**src/amg2_pkg.sv**
```systemverilog
// amg2_pkg: shared types and constants of the 2x2 gradient character block.
// No dependencies; imported by every module of the block.
`timescale 1ns / 1ps

package amg2_pkg;

    localparam int PIX_W = 8;
    localparam int CFG_W = 11;

    // register indexes on the configuration port
    localparam logic [1:0] CFG_WIDTH  = 2'd0;
    localparam logic [1:0] CFG_HEIGHT = 2'd1;
    localparam logic [1:0] CFG_LEVELS = 2'd2;

    localparam logic [CFG_W-1:0] WIDTH_RST  = 11'd640;
    localparam logic [CFG_W-1:0] HEIGHT_RST = 11'd480;
    localparam logic [7:0]       LEVELS_RST = 8'd4;
    localparam logic [CFG_W-1:0] HEIGHT_CAP = 11'd1024;

    // character codes
    localparam logic [7:0] CH_HASH  = 8'h23;
    localparam logic [7:0] CH_SPACE = 8'h20;
    localparam logic [7:0] CH_DOT   = 8'h2E;
    localparam logic [7:0] CH_COLON = 8'h3A;
    localparam logic [7:0] CH_N     = 8'h4E;
    localparam logic [7:0] CH_E     = 8'h45;

    // window queue between front and back
    localparam int QAW    = 2;
    localparam int QDEPTH = 1 << QAW;

    typedef struct packed {
        logic [PIX_W-1:0] p1;   // upper left
        logic [PIX_W-1:0] p2;   // upper
        logic [PIX_W-1:0] p3;   // left
        logic [PIX_W-1:0] p4;   // current
        logic             row_end;
        logic             frame_end;
    } window_t;

endpackage

```
**src/amg2_fifo.sv**
```systemverilog
// amg2_fifo: short flop-based queue of windows between front and back.
// Depends on amg2_pkg.
`timescale 1ns / 1ps

module amg2_fifo
    import amg2_pkg::*;
(
    input  logic    clk,
    input  logic    rst_n,
    input  logic    wr_en,
    input  window_t wr_data,
    output logic    q_full,
    input  logic    rd_en,
    output window_t rd_data,
    output logic    q_empty
);

    window_t        slot_reg [QDEPTH];
    logic [QAW-1:0] wr_ptr_reg, wr_ptr_next;
    logic [QAW-1:0] rd_ptr_reg, rd_ptr_next;
    logic [QAW:0]   count_reg, count_next;
    logic           do_wr, do_rd;

    assign q_full  = (count_reg == (QAW+1)'(QDEPTH));
    assign q_empty = (count_reg == '0);
    assign do_wr   = wr_en && !q_full;
    assign do_rd   = rd_en && !q_empty;
    assign rd_data = slot_reg[rd_ptr_reg];

    always_comb
    begin
        wr_ptr_next = do_wr ? wr_ptr_reg + QAW'(1) : wr_ptr_reg;
        rd_ptr_next = do_rd ? rd_ptr_reg + QAW'(1) : rd_ptr_reg;
        count_next  = count_reg;
        if (do_wr && !do_rd)
            count_next = count_reg + (QAW+1)'(1);
        else if (do_rd && !do_wr)
            count_next = count_reg - (QAW+1)'(1);
    end

    always_ff @(posedge clk or negedge rst_n)
    begin
        if (!rst_n)
        begin
            wr_ptr_reg <= '0;
            rd_ptr_reg <= '0;
            count_reg  <= '0;
        end
        else
        begin
            wr_ptr_reg <= wr_ptr_next;
            rd_ptr_reg <= rd_ptr_next;
            count_reg  <= count_next;
        end
    end

    always_ff @(posedge clk)
    begin
        if (do_wr)
            slot_reg[wr_ptr_reg] <= wr_data;
    end

endmodule

```
**config.mk**
```make
export PLATFORM = sky130hd
export DESIGN_NAME = amg2_fifo
export DESIGN_NICKNAME = d
export VERILOG_FILES = /design/src/amg2_pkg.sv /design/src/amg2_fifo.sv
export SDC_FILE = /design/constraint.sdc
export NUM_CORES = 1
export LEC_CHECK = 0
export ABC_AREA = 1
export BUFFER_PORTS_ARGS = -buffer_cell sky130_fd_sc_hd__buf_2
export CORE_MARGIN = 5
export CORE_UTILIZATION = 62
export CTS_CLUSTER_SIZE = 25
export DETAILED_ROUTE_END_ITERATION = 16
export GPL_TIMING_DRIVEN = 0
export PLACE_DENSITY_LB_ADDON = 0.1
export SYNTH_ARGS = -nofsm -noshare
export SYNTH_HDL_FRONTEND = slang
export SYNTH_SLANG_ARGS = --single-unit
```
**constraint.sdc**
```tcl
create_clock -name clk -period 8.1 [get_ports clk]
set_input_delay 0.405 -clock clk [delete_from_list [all_inputs] [get_ports clk]]
set_output_delay 0.405 -clock clk [all_outputs]
set_load 0.02 [all_outputs]
```
==> metrics.txt <==
status=finished, final reports clean; initial antenna violation count=0; most frequent cells in the layout=edfxtp_1, nand2_1, inv_1; Worst R2R Path Depth=9; Internal Power=1.896 mW; DRC=0; first-pass GRT wire length=19,220 um; number of global-route vias before repair=3,865; hold crit path type=in2reg; post-synthesis sequential area ratio=0.7233; max_cap viols=0; CP Cell Sequence=inv_2, clkbuf_1, nand2_1, o211ai_1, nand2_1, buf_2; drt wl/cell=17.16 um; IO Port Bufs=73; Core Rows=35; Yosys reg bits=143; pwr/cell area=407.2 nW/um^2; io pins=74; Fillers=534; Num CTS Buffers=17; final WL=11,960 um; final worst-path cycle share=0.2954; CTS H-tree depth=4; CTS clock-pin slew for the worst setup and hold paths=0.06 ns; Post-CTS Setup Bufs=0; Layout Nets=599; crit start category=register; CTS hold repair buffers=1; logic gate share of total power=0.363; Hold Crit Depth=1; Psw=1.042 mW; Slew Limit Fails=0; Distinct cells, synth=16; Ys Warns=0; ant diodes=0; die area=11,550 um^2; clk_lat worst skew=0.51 ns; routed vias/inst=5.290; Post-Syn Area=5888 um^2; Leak=3.033 nW; Setup-failing EPs final=0; DRT antenna net count=0; unrepaired setup endpoints after global routing=no; Die Y=107.5 um; post-route setup TNS=0 ns; final hold vios=0; CTS tree=done; Crit path top cell by count=nand2_1; Worst EP required=7.70 ns; hold path start=wr_data[10]; clock power share=0.290; Die X=107.5 um; Placeable Area=9240 um^2; crit end category=output pin; Crit. Startpoint=rd_ptr_reg[0]; Sw Ratio=0.3547; max reg flops=136; register-to-register path setup slack=5.93 ns; clock tree buffer depth=2; Worst Tran Pin Value=0.6668 ns; Worst VDD drop=0.2594 mV; critical path arrival=1.99 ns; remaining global-route overflow=0; syn_nets=502; syn avg cell area=12.86 um^2; worst rel slew slack=0.5544; placed insts=664; DR pass1 iterations=5; CP max FO=10; crit path kind=reg2out; Synth-to-Final Area Change=22.55%; part of the power in registers=0.346; clk_skew=0.005845 ns; Placer Congestion=0.7536; Clock Sinks=143; Max Fclk=417.9 MHz; DR vias=3,687; largest net degree at the start of global routing=29; crit-path max cell delay=0.46 ns; share of layout cells above drive strength 1=0.2377; reg2reg start=count_reg[0]; final cell count without fillers=697; GRT Overall Usage=0.2251; Initial Utilization=0.6372; Hold EP=slot_reg[2][10]; Cells after Synth=458; # resized after CTS=0; min cycle time layout=2.393 ns; commonest non-fill, non-tap cell in the layout=edfxtp_1; starting DRC count in detailed routing=230; slowest CP cell=clkbuf_1; dpl hpwl=7506 um; Root Driver=clkbuf_8; R2R Path End=count_reg[1]
## critical path, delay by kind of cell, from the launching register on
family          cells  cell delay (ns)
buf+inv             3             0.73
flops               1             0.42
simple gates        2             0.21
compound gates      1             0.12
## cell usage after synthesis
cell type / number / area, um^2
o211ai_1: 68 / 510.5
fa_1: 1 / 20.02
nand2_1: 120 / 450.4
nor2_1: 4 / 15.01
buf_2: 7 / 35.03
inv_2: 2 / 7.510
clkbuf_1: 1 / 3.750
o21ai_0: 1 / 5.000
ha_1: 5 / 62.56
nand4_1: 1 / 6.260
buf_6: 14 / 157.7
xnor2_1: 1 / 8.760
edfxtp_1: 136 / 4084
inv_1: 83 / 311.6
nand3_1: 7 / 35.03
dfrtp_1: 7 / 175.2
## final cells by class
class                      count  area, um^2  area share
buffer                        22       196.4     0.02722
clock buffer                  18       417.9     0.05792
clock inverter                14       240.2     0.03329
inverter                      85       319.1     0.04422
multi-input combinational    208        1144      0.1585
sequential                   143        4259      0.5903
tap                          129       161.4     0.02237
timing repair buffer          78       478.0     0.06624
## through the flow
stage	total power, mW	hold slack, ns	utilization	setup slack [ns]	area (um^2)
6_report	2.938	0.1077	0.7809	5.707	7216
3_3_place_gp	2.037	0.2472	0.6942	4.311	6415
5_1_grt	3.097	0.09228	0.7809	5.615	7216
2_1_floorplan	1.723	0.1094	-	5.511	5888
4_1_cts	2.958	0.09223	0.7809	5.705	7216
3_5_place_dp	2.103	0.2493	0.7086	5.938	6548
## kinds of logic after synthesis
kind of cell,count (synthesis),share of synthesized area
buffers and inverters,107,0.08755
AND/OR/NAND/NOR,132,0.08606
flip-flops,143,0.7233
AO/OA/AOI/OAI,69,0.08755
XOR/XNOR,1,0.001488
adder cells (fa/ha/maj),6,0.01402
## layer usage
layer  up-vias  GRT usage  wire [um]
li1       1767          -          -
met1      1782     0.2610       4766
met2       130     0.4053       6354
met3         8    0.05819        733
met4         0    0.07755        110
met5         -          0          0
## worst max-delay path by stage
stage | to | slack, ns | cells after the start
CTS | rd_data[30] | 5.71 | 6
global placement | slot_reg[0][5] | 4.31 | 4
global route | rd_data[32] | 5.61 | 6
detailed placement | count_reg[1] | 5.94 | 9
finish | rd_data[31] | 5.71 | 6
floorplan | slot_reg[0][0] | 5.51 | 4
## power groups by stage
stage               Sequential (mW)  Clock [mW]  Combinational, mW
floorplan                      1.03           0              0.696
global placement               1.04           0              0.998
detailed placement             1.03           0               1.07
CTS                            1.02       0.859               1.08
global route                   1.03       0.899               1.17
finish                         1.02       0.853               1.07
No activity file was read; power rests on OpenSTA's default activity.
