<file path="config.mk">
export PLATFORM = sky130hd
export DESIGN_NAME = amg2_back
export DESIGN_NICKNAME = d
export VERILOG_FILES = /design/src/amg2_pkg.sv /design/src/amg2_back.sv
export SDC_FILE = /design/constraint.sdc
export NUM_CORES = 1
export LEC_CHECK = 0
export BUFFER_PORTS_ARGS = -buffer_cell sky130_fd_sc_hd__clkbuf_2
export CORE_UTILIZATION = 45
export CTS_BUF_LIST = sky130_fd_sc_hd__clkbuf_16
export DETAILED_ROUTE_END_ITERATION = 8
export HOLD_SLACK_MARGIN = 0.1
export SLEW_MARGIN = 20
export SYNTH_ARGS = -nofsm -noshare
export SYNTH_HDL_FRONTEND = slang
export SYNTH_SLANG_ARGS = --single-unit
</file>
<file path="constraint.sdc">
create_clock -name clk -period 1.7 [get_ports clk]
set_clock_uncertainty 0.05 [all_clocks]
set_input_delay 0.34 -clock clk [delete_from_list [all_inputs] [get_ports clk]]
set_output_delay 0.34 -clock clk [all_outputs]
set_load 0.01 [all_outputs]
</file>
<file path="src/amg2_pkg.sv">
// amg2_pkg: shared types and constants of the 2x2 gradient character block.
// No dependencies; imported by every module of the block.
`timescale 1ns / 1ps

package amg2_pkg;

    localparam int PIX_W = 8;
    localparam int CFG_W = 11;

    // register indexes on the configuration port
    localparam logic [1:0] CFG_WIDTH  = 2'd0;
    localparam logic [1:0] CFG_HEIGHT = 2'd1;
    localparam logic [1:0] CFG_LEVELS = 2'd2;

    localparam logic [CFG_W-1:0] WIDTH_RST  = 11'd640;
    localparam logic [CFG_W-1:0] HEIGHT_RST = 11'd480;
    localparam logic [7:0]       LEVELS_RST = 8'd4;
    localparam logic [CFG_W-1:0] HEIGHT_CAP = 11'd1024;

    // character codes
    localparam logic [7:0] CH_HASH  = 8'h23;
    localparam logic [7:0] CH_SPACE = 8'h20;
    localparam logic [7:0] CH_DOT   = 8'h2E;
    localparam logic [7:0] CH_COLON = 8'h3A;
    localparam logic [7:0] CH_N     = 8'h4E;
    localparam logic [7:0] CH_E     = 8'h45;

    // window queue between front and back
    localparam int QAW    = 2;
    localparam int QDEPTH = 1 << QAW;

    typedef struct packed {
        logic [PIX_W-1:0] p1;   // upper left
        logic [PIX_W-1:0] p2;   // upper
        logic [PIX_W-1:0] p3;   // left
        logic [PIX_W-1:0] p4;   // current
        logic             row_end;
        logic             frame_end;
    } window_t;

endpackage

</file>
<file path="src/amg2_back.sv">
// amg2_back: gradient maximum over a window, then character lookup and result register.
// Depends on amg2_pkg.
`timescale 1ns / 1ps

module amg2_back
    import amg2_pkg::*;
(
    input  logic       clk,
    input  logic       rst_n,
    input  window_t    q_data,
    input  logic       q_empty,
    output logic       q_pop,
    input  logic [7:0] grey_levels,
    input  logic       pop,
    output logic       empty,
    output logic [7:0] char_code,
    output logic [7:0] gradient,
    output logic       row_end,
    output logic       frame_end
);

    logic       a_valid_reg, a_valid_next;
    logic [7:0] a_grad_reg;
    logic       a_row_end_reg, a_frame_end_reg;
    logic       o_valid_reg, o_valid_next;
    logic [7:0] o_char_reg, o_grad_reg;
    logic       o_row_end_reg, o_frame_end_reg;

    logic               o_ready, a_adv, a_take;
    logic signed [9:0]  s_h, s_v, m_h, m_v;
    logic [7:0]         gh, gv, gp, gn, g01, g23, g_max;

    function automatic logic [7:0] map_char(input logic [7:0] g, input logic [7:0] levels);
        logic [7:0] c;
        c = CH_N;
        unique case (levels)
            8'd2:
            begin
                if (g == 8'd0)      c = CH_HASH;
                else if (g == 8'd1) c = CH_SPACE;
            end
            8'd3:
            begin
                if (g == 8'd0)      c = CH_HASH;
                else if (g == 8'd1) c = CH_DOT;
                else if (g == 8'd2) c = CH_SPACE;
            end
            8'd4:
            begin
                if (g == 8'd0)      c = CH_SPACE;
                else if (g == 8'd1) c = CH_DOT;
                else if (g == 8'd2) c = CH_COLON;
                else if (g == 8'd3) c = CH_HASH;
            end
            default: c = CH_E;
        endcase
        return c;
    endfunction

    // half-difference toward zero equals magnitude shifted right by one
    always_comb
    begin
        s_h = $signed({2'b00, q_data.p1}) - $signed({2'b00, q_data.p2})
            + $signed({2'b00, q_data.p3}) - $signed({2'b00, q_data.p4});
        s_v = $signed({2'b00, q_data.p1}) + $signed({2'b00, q_data.p2})
            - $signed({2'b00, q_data.p3}) - $signed({2'b00, q_data.p4});
        m_h = (s_h < 0) ? -s_h : s_h;
        m_v = (s_v < 0) ? -s_v : s_v;
        gh  = m_h[8:1];
        gv  = m_v[8:1];
        gp  = (q_data.p1 > q_data.p4) ? q_data.p1 - q_data.p4 : q_data.p4 - q_data.p1;
        gn  = (q_data.p2 > q_data.p3) ? q_data.p2 - q_data.p3 : q_data.p3 - q_data.p2;
        g01 = (gv > gh) ? gv : gh;
        g23 = (gn > gp) ? gn : gp;
        g_max = (g23 > g01) ? g23 : g01;
    end

    assign o_ready = !o_valid_reg || pop;
    assign a_adv   = a_valid_reg && o_ready;
    assign a_take  = !a_valid_reg || a_adv;
    assign q_pop   = a_take && !q_empty;

    always_comb
    begin
        a_valid_next = a_valid_reg;
        if (a_take)
            a_valid_next = !q_empty;
        o_valid_next = o_valid_reg;
        if (o_ready)
            o_valid_next = a_valid_reg;
    end

    always_ff @(posedge clk or negedge rst_n)
    begin
        if (!rst_n)
        begin
            a_valid_reg <= 1'b0;
            o_valid_reg <= 1'b0;
        end
        else
        begin
            a_valid_reg <= a_valid_next;
            o_valid_reg <= o_valid_next;
        end
    end

    always_ff @(posedge clk)
    begin
        if (q_pop)
        begin
            a_grad_reg      <= g_max;
            a_row_end_reg   <= q_data.row_end;
            a_frame_end_reg <= q_data.frame_end;
        end
        if (a_adv)
        begin
            o_char_reg      <= map_char(a_grad_reg, grey_levels);
            o_grad_reg      <= a_grad_reg;
            o_row_end_reg   <= a_row_end_reg;
            o_frame_end_reg <= a_frame_end_reg;
        end
    end

    assign empty     = !o_valid_reg;
    assign char_code = o_char_reg;
    assign gradient  = o_grad_reg;
    assign row_end   = o_row_end_reg;
    assign frame_end = o_frame_end_reg;

endmodule

</file>
==> results of run 1 <==
==> worst max path at each step <==
stage / cells past startpoint / slack [ns] / start / end
finish: 36 / -5.06 / q_data[26] / a_grad_reg[3]
global route: 36 / -5.32 / q_data[26] / a_grad_reg[3]
CTS: 36 / -4.85 / q_data[26] / a_grad_reg[3]
detailed placement: 36 / -5.50 / q_data[26] / a_grad_reg[6]
global placement: 37 / -5.22 / q_data[26] / a_grad_reg[6]
floorplan: 37 / -4.80 / q_data[26] / a_grad_reg[6]
==> final cells by class <==
class	count	area [sq um]	share of cell area
clock inverter	3	17.5	0.00207
timing repair buffer	312	2230	0.263
clock buffer	5	125	0.0148
inverter	98	384	0.0453
sequential	29	861	0.102
tap	143	179	0.0211
multi-input combinational	485	4680	0.553
==> what timing repair did <==
action,4_1_cts,5_1_grt
buffers inserted,23,4
pin swaps,48,37
gates resized for setup,48,45
gates cloned,2,0
endpoints found under the hold margin,2,0
hold buffers,1,0
setup endpoints to repair,11,14
==> metrics by stage <==
stage	hold WS, ns	utilization	instances	cell area, sq um	setup WS, ns
global route	0.195	0.727	1075	8480	-5.32
global placement	0.0744	0.655	1037	7640	-5.22
floorplan	-0.00559	-	624	5590	-4.80
finish	0.191	0.727	1075	8480	-5.06
CTS	0.188	0.705	1071	8220	-4.85
detailed placement	0.0781	0.655	1037	7640	-5.50
==> Yosys cell counts, types with 5 or more instances <==
master / instances
edfxtp_1: 27
fa_1: 29
mux2_2: 6
ha_1: 85
nand3b_1: 6
xnor2_1: 30
o21bai_1: 8
o211ai_1: 5
a211oi_1: 5
nor2b_1: 5
nand4_1: 9
inv_1: 97
nand2_1: 34
a21oi_1: 40
nor3_1: 8
nand2b_1: 10
mux2i_1: 20
and2_1: 8
o21a_1: 7
nor2_1: 32
a31oi_1: 5
buf_2: 5
nand3_1: 20
a21o_1: 16
o21ai_0: 24
xor2_1: 9
==> per-layer routing <==
metal | vias up | wire length [um] | global-route usage
li1 | 2800 | - | -
met1 | 2731 | 7790 | 0.365
met2 | 143 | 8690 | 0.511
met3 | 36 | 592 | 0.0221
met4 | 0 | 531 | 0.0853
met5 | - | 0 | 0
==> cell families (layout without fill, tap and decap cells) <==
group                    Yosys count  after routing  share of synthesized area
adder cells (fa/ha/maj)          114            114                      0.300
AO/OA/AOI/OAI                    149            149                      0.198
multiplexers                      27             27                     0.0516
flip-flops                        29             29                      0.157
other                              1              1                   0.000684
XOR/XNOR                          40             40                     0.0653
AND/OR/NAND/NOR                  154            154                      0.146
buffers and inverters            110            418                     0.0813
==> worst reg2reg max path: stages (launching register included) <==
cell and delay [ns]:
edfxtp_1 0.52, inv_1 0.19, a21oi_2 0.06, nor3_2 0.15, a31oi_1 0.08, o21a_1 0.20
==> flow_metrics.py, run 1 <==
metrics = {
    "clock_tree": {
        "clkLatencyLatePin_ns": 0.27,
        "cts_sinks": 29,
        "cts-htree-levels": 2,
        "cts_buffer_depth": 2,
        "clk_pin_slew_ns": 0.05,
        "cts_tree": "yes",
        "cts-buffers-inserted": 5,
        "clockRootBuffer": "clkbuf_16",
    },
    "worst_setup_path": {
        "cp_slowest_cell": "fa_1",
        "worst_ep_arrival_time_ns": 6.73,
        "crit_path_end_kind": "flop",
        "critPathKind": "in2reg",
        "crit_family": "compound AO/OA/AOI/OAI gates",
        "cp_slowest_stage_delay_ns": 0.55,
        "startpoint_type": "input pin",
        "path_buf_inv": 8,
        "worstPathRequired_ns": 1.67,
        "rr_startpoint": "a_grad_reg[0]",
        "reg2reg_slack_ns": 0.20,
        "r2r_cells": 5,
        "cp_max_fo": 6,
        "r2r_end": "char_code[1]",
    },
    "layout": {
        "layout_commonest_cell": "buf_4",
        "n_antenna_cell": 0,
        "mostFrequentLayoutCells": "buf_4, inv_1, ha_1",
        "fillers": 880,
        "syn2layout_area_growth_pct": 54.7,
        "drive_above_1_share": 0.456,
        "nets": 1091,
    },
    "sta": {
        "worst_slew_pin_slew_ns": 0.598,
        "finalHoldViolCount": 0,
        "slew_headroom": 0.597,
        "period_share": 3.97,
        "setup_ws_ns": -5.06,
        "rsz0062_at_grt": "yes",
        "fin_setup_tns_ns": -39.98,
        "timing.fmax_mhz": 148,
        "report.final.slew_viol_count": 0,
        "setup_viol": 13,
        "period_needed_ns": 6.76,
    },
    "synthesis": {
        "ys.flop_type": "edfxtp_1",
        "syn_area_per_cell_sq_um": 8.78,
        "ys_seq_elements": 29,
        "synth_top_area_frac": 0.194,
        "synth-async-reset-ratio": 0.0690,
        "synth_top_area_cell": "ha_1",
        "synthTopCellsByArea": "ha_1, edfxtp_1, fa_1",
        "synth.net_count": 784,
        "yosysSeqAreaShare": 0.157,
        "yosysUniqueCellTypes": 74,
        "synth_edf_count": 27,
        "synthesis.area_sq_um": 5480,
        "syn_inst": 624,
        "ys_warn_count": 0,
    },
    "global_route": {
        "antenna_found_initial": 0,
        "grt_first_pass_wirelength_um": 28600,
        "grt_pass1_vias": 5956,
        "grt_max_degree": 18,
        "gr-total-overflow": 0,
        "grt_use_total": 0.285,
    },
    "status": {
        "violations": "negative setup slack",
        "status": "finished with violations",
    },
    "placed_design": {
        "place.gp.congestion": 0.884,
        "dp_hpwl_um": 14200,
        "port_buffers": 64,
    },
    "route": {
        "drt_iter0_markers": 217,
        "via_per_inst": 5.31,
        "first_pass_iters": 4,
        "drt_wl_total_um": 17600,
        "wire_per_inst_um": 16.4,
        "ant_nets": 0,
        "drc": 0,
        "num_vias": 5710,
    },
    "floorplanning": {
        "fp.dieArea_sq_um": 12600,
        "core_sq_um": 11700,
        "die_h_um": 112,
        "ioPinCount": 66,
        "dieWidth_um": 112,
        "start_util": 0.470,
        "row_count": 39,
    },
    "worst_hold_path": {
        "worstHoldStart": "q_empty",
        "holdPathEnd": "a_valid_reg",
        "hold_depth": 2,
        "hold_path.class": "in2reg",
    },
    "job": {
        "maxCapViolCount": 0,
    },
}
Power of run 1 is left out: the tool's default activity adds up to more than one toggle a clock period on the data nets, which glitch-free logic cannot reach.
==> run 2: changes to the inputs <==
Settings changed: CTS_BUF_LIST sky130_fd_sc_hd__clkbuf_16 to not set, REMOVE_ABC_BUFFERS set to 1.
==> run 2 against run 1 <==
The flow still finishes with violations (negative setup slack). Fmax fell by 0.33%. Critical path depth rose by 1. Via count rose by 0.67%. Largest cell class unchanged.
==> flow_metrics.py, run 2 (synthesis gave the netlist of run 1 again) <==
metrics = {
    "floorplanning": {
        "row_count": 39,
        "dieWidth_um": 112,
        "core_sq_um": 11700,
        "ioPinCount": 66,
        "die_h_um": 112,
        "fp.dieArea_sq_um": 12600,
        "start_util": 0.470,
    },
    "layout": {
        "nets": 1099,
        "layout_commonest_cell": "buf_4",
        "syn2layout_area_growth_pct": 54.7,
        "fillers": 876,
        "mostFrequentLayoutCells": "buf_4, inv_1, ha_1",
        "drive_above_1_share": 0.455,
        "n_antenna_cell": 0,
        "fin_area_sq_um": 8480,
        "final_core_util": 0.727,
    },
    "clock_tree": {
        "cts_buffer_depth": 2,
        "cts_tree": "yes",
        "clk_pin_slew_ns": 0.05,
        "cts-htree-levels": 2,
        "cts-buffers-inserted": 5,
        "clkLatencyLatePin_ns": 0.26,
        "cts_sinks": 29,
        "clockRootBuffer": "clkbuf_16",
    },
    "worst_setup_path": {
        "r2r_end": "char_code[1]",
        "rr_startpoint": "a_grad_reg[0]",
        "worst_ep_arrival_time_ns": 6.73,
        "worstPathRequired_ns": 1.65,
        "r2r_cells": 5,
        "crit_path_end_kind": "flop",
        "cp_slowest_stage_delay_ns": 0.45,
        "reg2reg_slack_ns": 0.08,
        "startpoint_type": "input pin",
        "cp_max_fo": 7,
        "critPathKind": "in2reg",
        "cp_slowest_cell": "fa_1",
    },
    "job": {
        "maxCapViolCount": 0,
    },
    "placed_design": {
        "port_buffers": 64,
        "dp_hpwl_um": 14200,
        "place.gp.congestion": 0.893,
        "placed_area_sq_um": 7630,
    },
    "global_route": {
        "grt_first_pass_wirelength_um": 27800,
        "antenna_found_initial": 0,
        "grt_use_total": 0.276,
        "grt_max_degree": 18,
        "gr-total-overflow": 0,
        "grt_pass1_vias": 5886,
    },
    "sta": {
        "fin_setup_tns_ns": -40.15,
        "worst_slew_pin_slew_ns": 0.715,
        "timing.fmax_mhz": 148,
        "setup_viol": 10,
        "hold_slack_ns": 0.205,
        "finalHoldViolCount": 0,
        "report.final.slew_viol_count": 0,
        "slew_headroom": 0.520,
        "period_share": 3.99,
        "period_needed_ns": 6.78,
        "setup_ws_ns": -5.08,
        "rsz0062_at_grt": "yes",
    },
    "worst_hold_path": {
        "hold_depth": 1,
        "holdPathEnd": "a_row_end_reg",
        "worstHoldStart": "q_data[1]",
        "hold_path.class": "in2reg",
    },
    "route": {
        "met3WireLength_um": 628,
        "drt_wl_total_um": 17500,
        "wire_per_inst_um": 16.1,
        "wl_met1_um": 7520,
        "wl_met2_um": 8900,
        "first_pass_iters": 5,
        "drc": 0,
        "num_vias": 5748,
        "top_layer_used": "met4",
        "drt_iter0_markers": 273,
        "via_per_inst": 5.31,
        "ant_nets": 0,
    },
    "status": {
        "violations": "negative setup slack",
        "status": "finished with violations",
    },
}
[run 2: critical path: cells and delay by family]
kind	cells	cell delay, ns
and+or+nand+nor	5	0.55
buffers and inverters	8	0.93
muxes	1	0.24
adders and majority gates	5	1.57
AOI/OAI and AO/OA	16	2.74
xor gates and xnor gates	2	0.36
[run 2: repair_timing]
action / 4_1_cts / 5_1_grt
gates resized for setup: 53 / 53
pin swaps: 39 / 36
endpoints found under the setup margin: 11 / 13
hold buffers: 1 / 0
endpoints found under the hold margin: 2 / 0
cloned: 1 / 0
buffers inserted: 15 / 10
[run 2: final cells by class]
| type | count | area [sq um] | share of cell area |
|---|---|---|---|
| Clock buffer | 5 | 125 | 0.0148 |
| Clock inverter | 3 | 17.5 | 0.00207 |
| Inverter | 98 | 370 | 0.0437 |
| Timing Repair Buffer | 320 | 2290 | 0.270 |
| Multi-Input combinational cell | 485 | 4640 | 0.547 |
| Tap cell | 143 | 179 | 0.0211 |
| Sequential cell | 29 | 861 | 0.102 |
[run 2: layer usage]
layer | GRT usage | up-vias
met5 | 0 | -
met4 | 0.0631 | 0
met3 | 0.0184 | 33
met2 | 0.510 | 138
met1 | 0.351 | 2768
li1 | - | 2809
[run 2: worst max-delay path by stage]
| stage | start | end | slack [ns] | cells past startpoint |
|---|---|---|---|---|
| final | q_data[19] | a_grad_reg[7] | -5.08 | 37 |
| after detailed placement | q_data[26] | a_grad_reg[6] | -5.71 | 38 |
| after floorplan | q_data[26] | a_grad_reg[3] | -5.85 | 34 |
| after CTS | q_data[26] | a_grad_reg[6] | -4.91 | 38 |
| after global placement | q_data[26] | a_grad_reg[6] | -5.47 | 36 |
| after global routing | q_data[26] | a_grad_reg[7] | -5.32 | 39 |
[run 2: through the flow]
| stage | std cells | setup WS, ns |
|---|---|---|
| 2_1_floorplan | 612 | -5.85 |
| 3_3_place_gp | 1049 | -5.47 |
| 3_5_place_dp | 1049 | -5.71 |
| 4_1_cts | 1073 | -4.91 |
| 5_1_grt | 1083 | -5.32 |
| 6_report | 1083 | -5.08 |
Power of run 2 is left out for the same reason.
==> run 3: changes to the inputs <==
Settings changed: PLACE_DENSITY_LB_ADDON set to 0.08.
==> run 3 against run 2 <==
The run still ends with negative setup slack left. Sequential share of layout area about the same. Register-to-register slack improved by 0.24 ns. Worst hold slack got worse by 0.016 ns. Core utilization decreased by 0.19 points. Routed wire length decreased by 6.5%.
==> flow_metrics.py, run 3 (synthesis gave the netlist of run 1 again) <==
metrics = {
    "status": {
        "status": "finished with violations",
        "violations": "negative setup slack",
    },
    "sta": {
        "rsz0062_at_grt": "yes",
        "setup_viol": 8,
        "fin_setup_tns_ns": -39.38,
        "setup_ws_ns": -5.01,
        "finalHoldViolCount": 0,
        "worst_slew_pin_slew_ns": 0.560,
        "slew_headroom": 0.624,
        "timing.fmax_mhz": 149,
        "report.final.slew_viol_count": 0,
        "period_share": 3.95,
        "period_needed_ns": 6.71,
    },
    "floorplanning": {
        "start_util": 0.470,
        "dieWidth_um": 112,
        "ioPinCount": 66,
        "row_count": 39,
        "fp.dieArea_sq_um": 12600,
        "die_h_um": 112,
        "core_sq_um": 11700,
    },
    "clock_tree": {
        "clockRootBuffer": "clkbuf_16",
        "clk_pin_slew_ns": 0.05,
        "clkLatencyLatePin_ns": 0.27,
        "cts-htree-levels": 2,
        "cts_sinks": 29,
        "cts_tree": "yes",
        "cts_buffer_depth": 2,
        "cts-buffers-inserted": 5,
    },
    "worst_setup_path": {
        "worst_ep_arrival_time_ns": 6.68,
        "critPathLaunch": "q_data[18]",
        "reg2reg_slack_ns": 0.32,
        "r2r_end": "char_code[1]",
        "crit_path_end_kind": "flop",
        "startpoint_type": "input pin",
        "cp_max_fo": 8,
        "worstPathRequired_ns": 1.67,
        "rr_startpoint": "a_grad_reg[1]",
        "critPathKind": "in2reg",
        "cp_slowest_stage_delay_ns": 0.46,
        "cpMostUsedCell": "buf_4",
        "cp_slowest_cell": "fa_1",
        "endpoint": "a_grad_reg[6]",
        "r2r_cells": 3,
    },
    "layout": {
        "fillers": 844,
        "nets": 1074,
        "drive_above_1_share": 0.452,
        "layout_commonest_cell": "buf_4",
        "n_antenna_cell": 0,
        "syn2layout_area_growth_pct": 54.3,
        "mostFrequentLayoutCells": "buf_4, inv_1, ha_1",
    },
    "route": {
        "ant_nets": 0,
        "wl_met1_um": 7020,
        "via_per_inst": 5.25,
        "drt_wl_total_um": 16300,
        "wire_per_inst_um": 15.4,
        "wl_met2_um": 8200,
        "top_layer_used": "met4",
        "drt_iter0_markers": 280,
        "drc": 0,
        "num_vias": 5552,
        "first_pass_iters": 4,
        "met3WireLength_um": 409,
    },
    "global_route": {
        "grt_first_pass_wirelength_um": 26600,
        "grt_use_total": 0.265,
        "gr-total-overflow": 0,
        "grt_max_degree": 18,
        "antenna_found_initial": 0,
        "grt_pass1_vias": 5764,
    },
    "job": {
        "maxCapViolCount": 0,
    },
    "placed_design": {
        "port_buffers": 64,
        "dp_hpwl_um": 13800,
        "place.gp.congestion": 0.930,
    },
    "worst_hold_path": {
        "hold_path.class": "in2reg",
    },
}
## run 3: cell count changes in the layout (fill, tap and decap cells not counted), moves of 3 or more
cell	change
ha_4	+4
nand3_1	-3
a21oi_1	+3
buf_4	-24
a21oi_2	-4
nand3_2	+3
ha_1	-6
## run 3: final cells by class
class | count | area, sq um | share of cell area
clock inverters | 3 | 65.1 | 0.00769
clock buffers | 5 | 125 | 0.0148
inverters | 98 | 370 | 0.0438
well taps | 143 | 179 | 0.0212
flip-flops and latches | 29 | 861 | 0.102
multi-input cells | 485 | 4760 | 0.562
repair buffers | 295 | 2100 | 0.249
## run 3: what timing repair did
action | CTS | global route
hold endpoints to repair | 2 | 0
setup endpoints to repair | 9 | 13
setup buffers | 16 | 4
gates resized for setup | 67 | 52
hold buffers | 1 | 0
pin swaps | 44 | 57
## run 3: metrics by stage
step	utilization	worst slack [ns]	instances	area, sq um	hold WS [ns]
finish	0.725	-5.01	1058	8460	0.189
global placement	0.643	-5.74	1031	7490	0.0738
floorplan	-	-5.85	612	5400	-0.00559
detailed placement	0.643	-5.98	1031	7490	0.0765
CTS	0.698	-4.90	1055	8140	0.184
global route	0.725	-5.28	1058	8460	0.195
## run 3: worst min-delay path by stage
stage	from	end	slack (ns)	depth (start not counted)
floorplan	rst_n	a_valid_reg	-0.006	0
global placement	rst_n	o_valid_reg	0.07	1
detailed placement	rst_n	a_valid_reg	0.08	1
CTS	q_empty	a_valid_reg	0.18	2
global route	q_empty	a_valid_reg	0.19	2
finish	q_empty	a_valid_reg	0.19	2
## run 3: per-layer routing
metal,vias up,global-route usage
li1,2759,-
met1,2638,0.310
met2,115,0.496
met3,40,0.0200
met4,0,0.113
met5,-,0
## run 3: worst max-delay path, delay by kind of cell
family,cells,cell delay (ns)
compound gates,13,1.99
xor+xnor,2,0.42
simple gates,8,1.16
fa+ha+maj,5,1.45
mux,2,0.44
buf+inv,7,0.91
Power of run 3 is left out for the same reason.
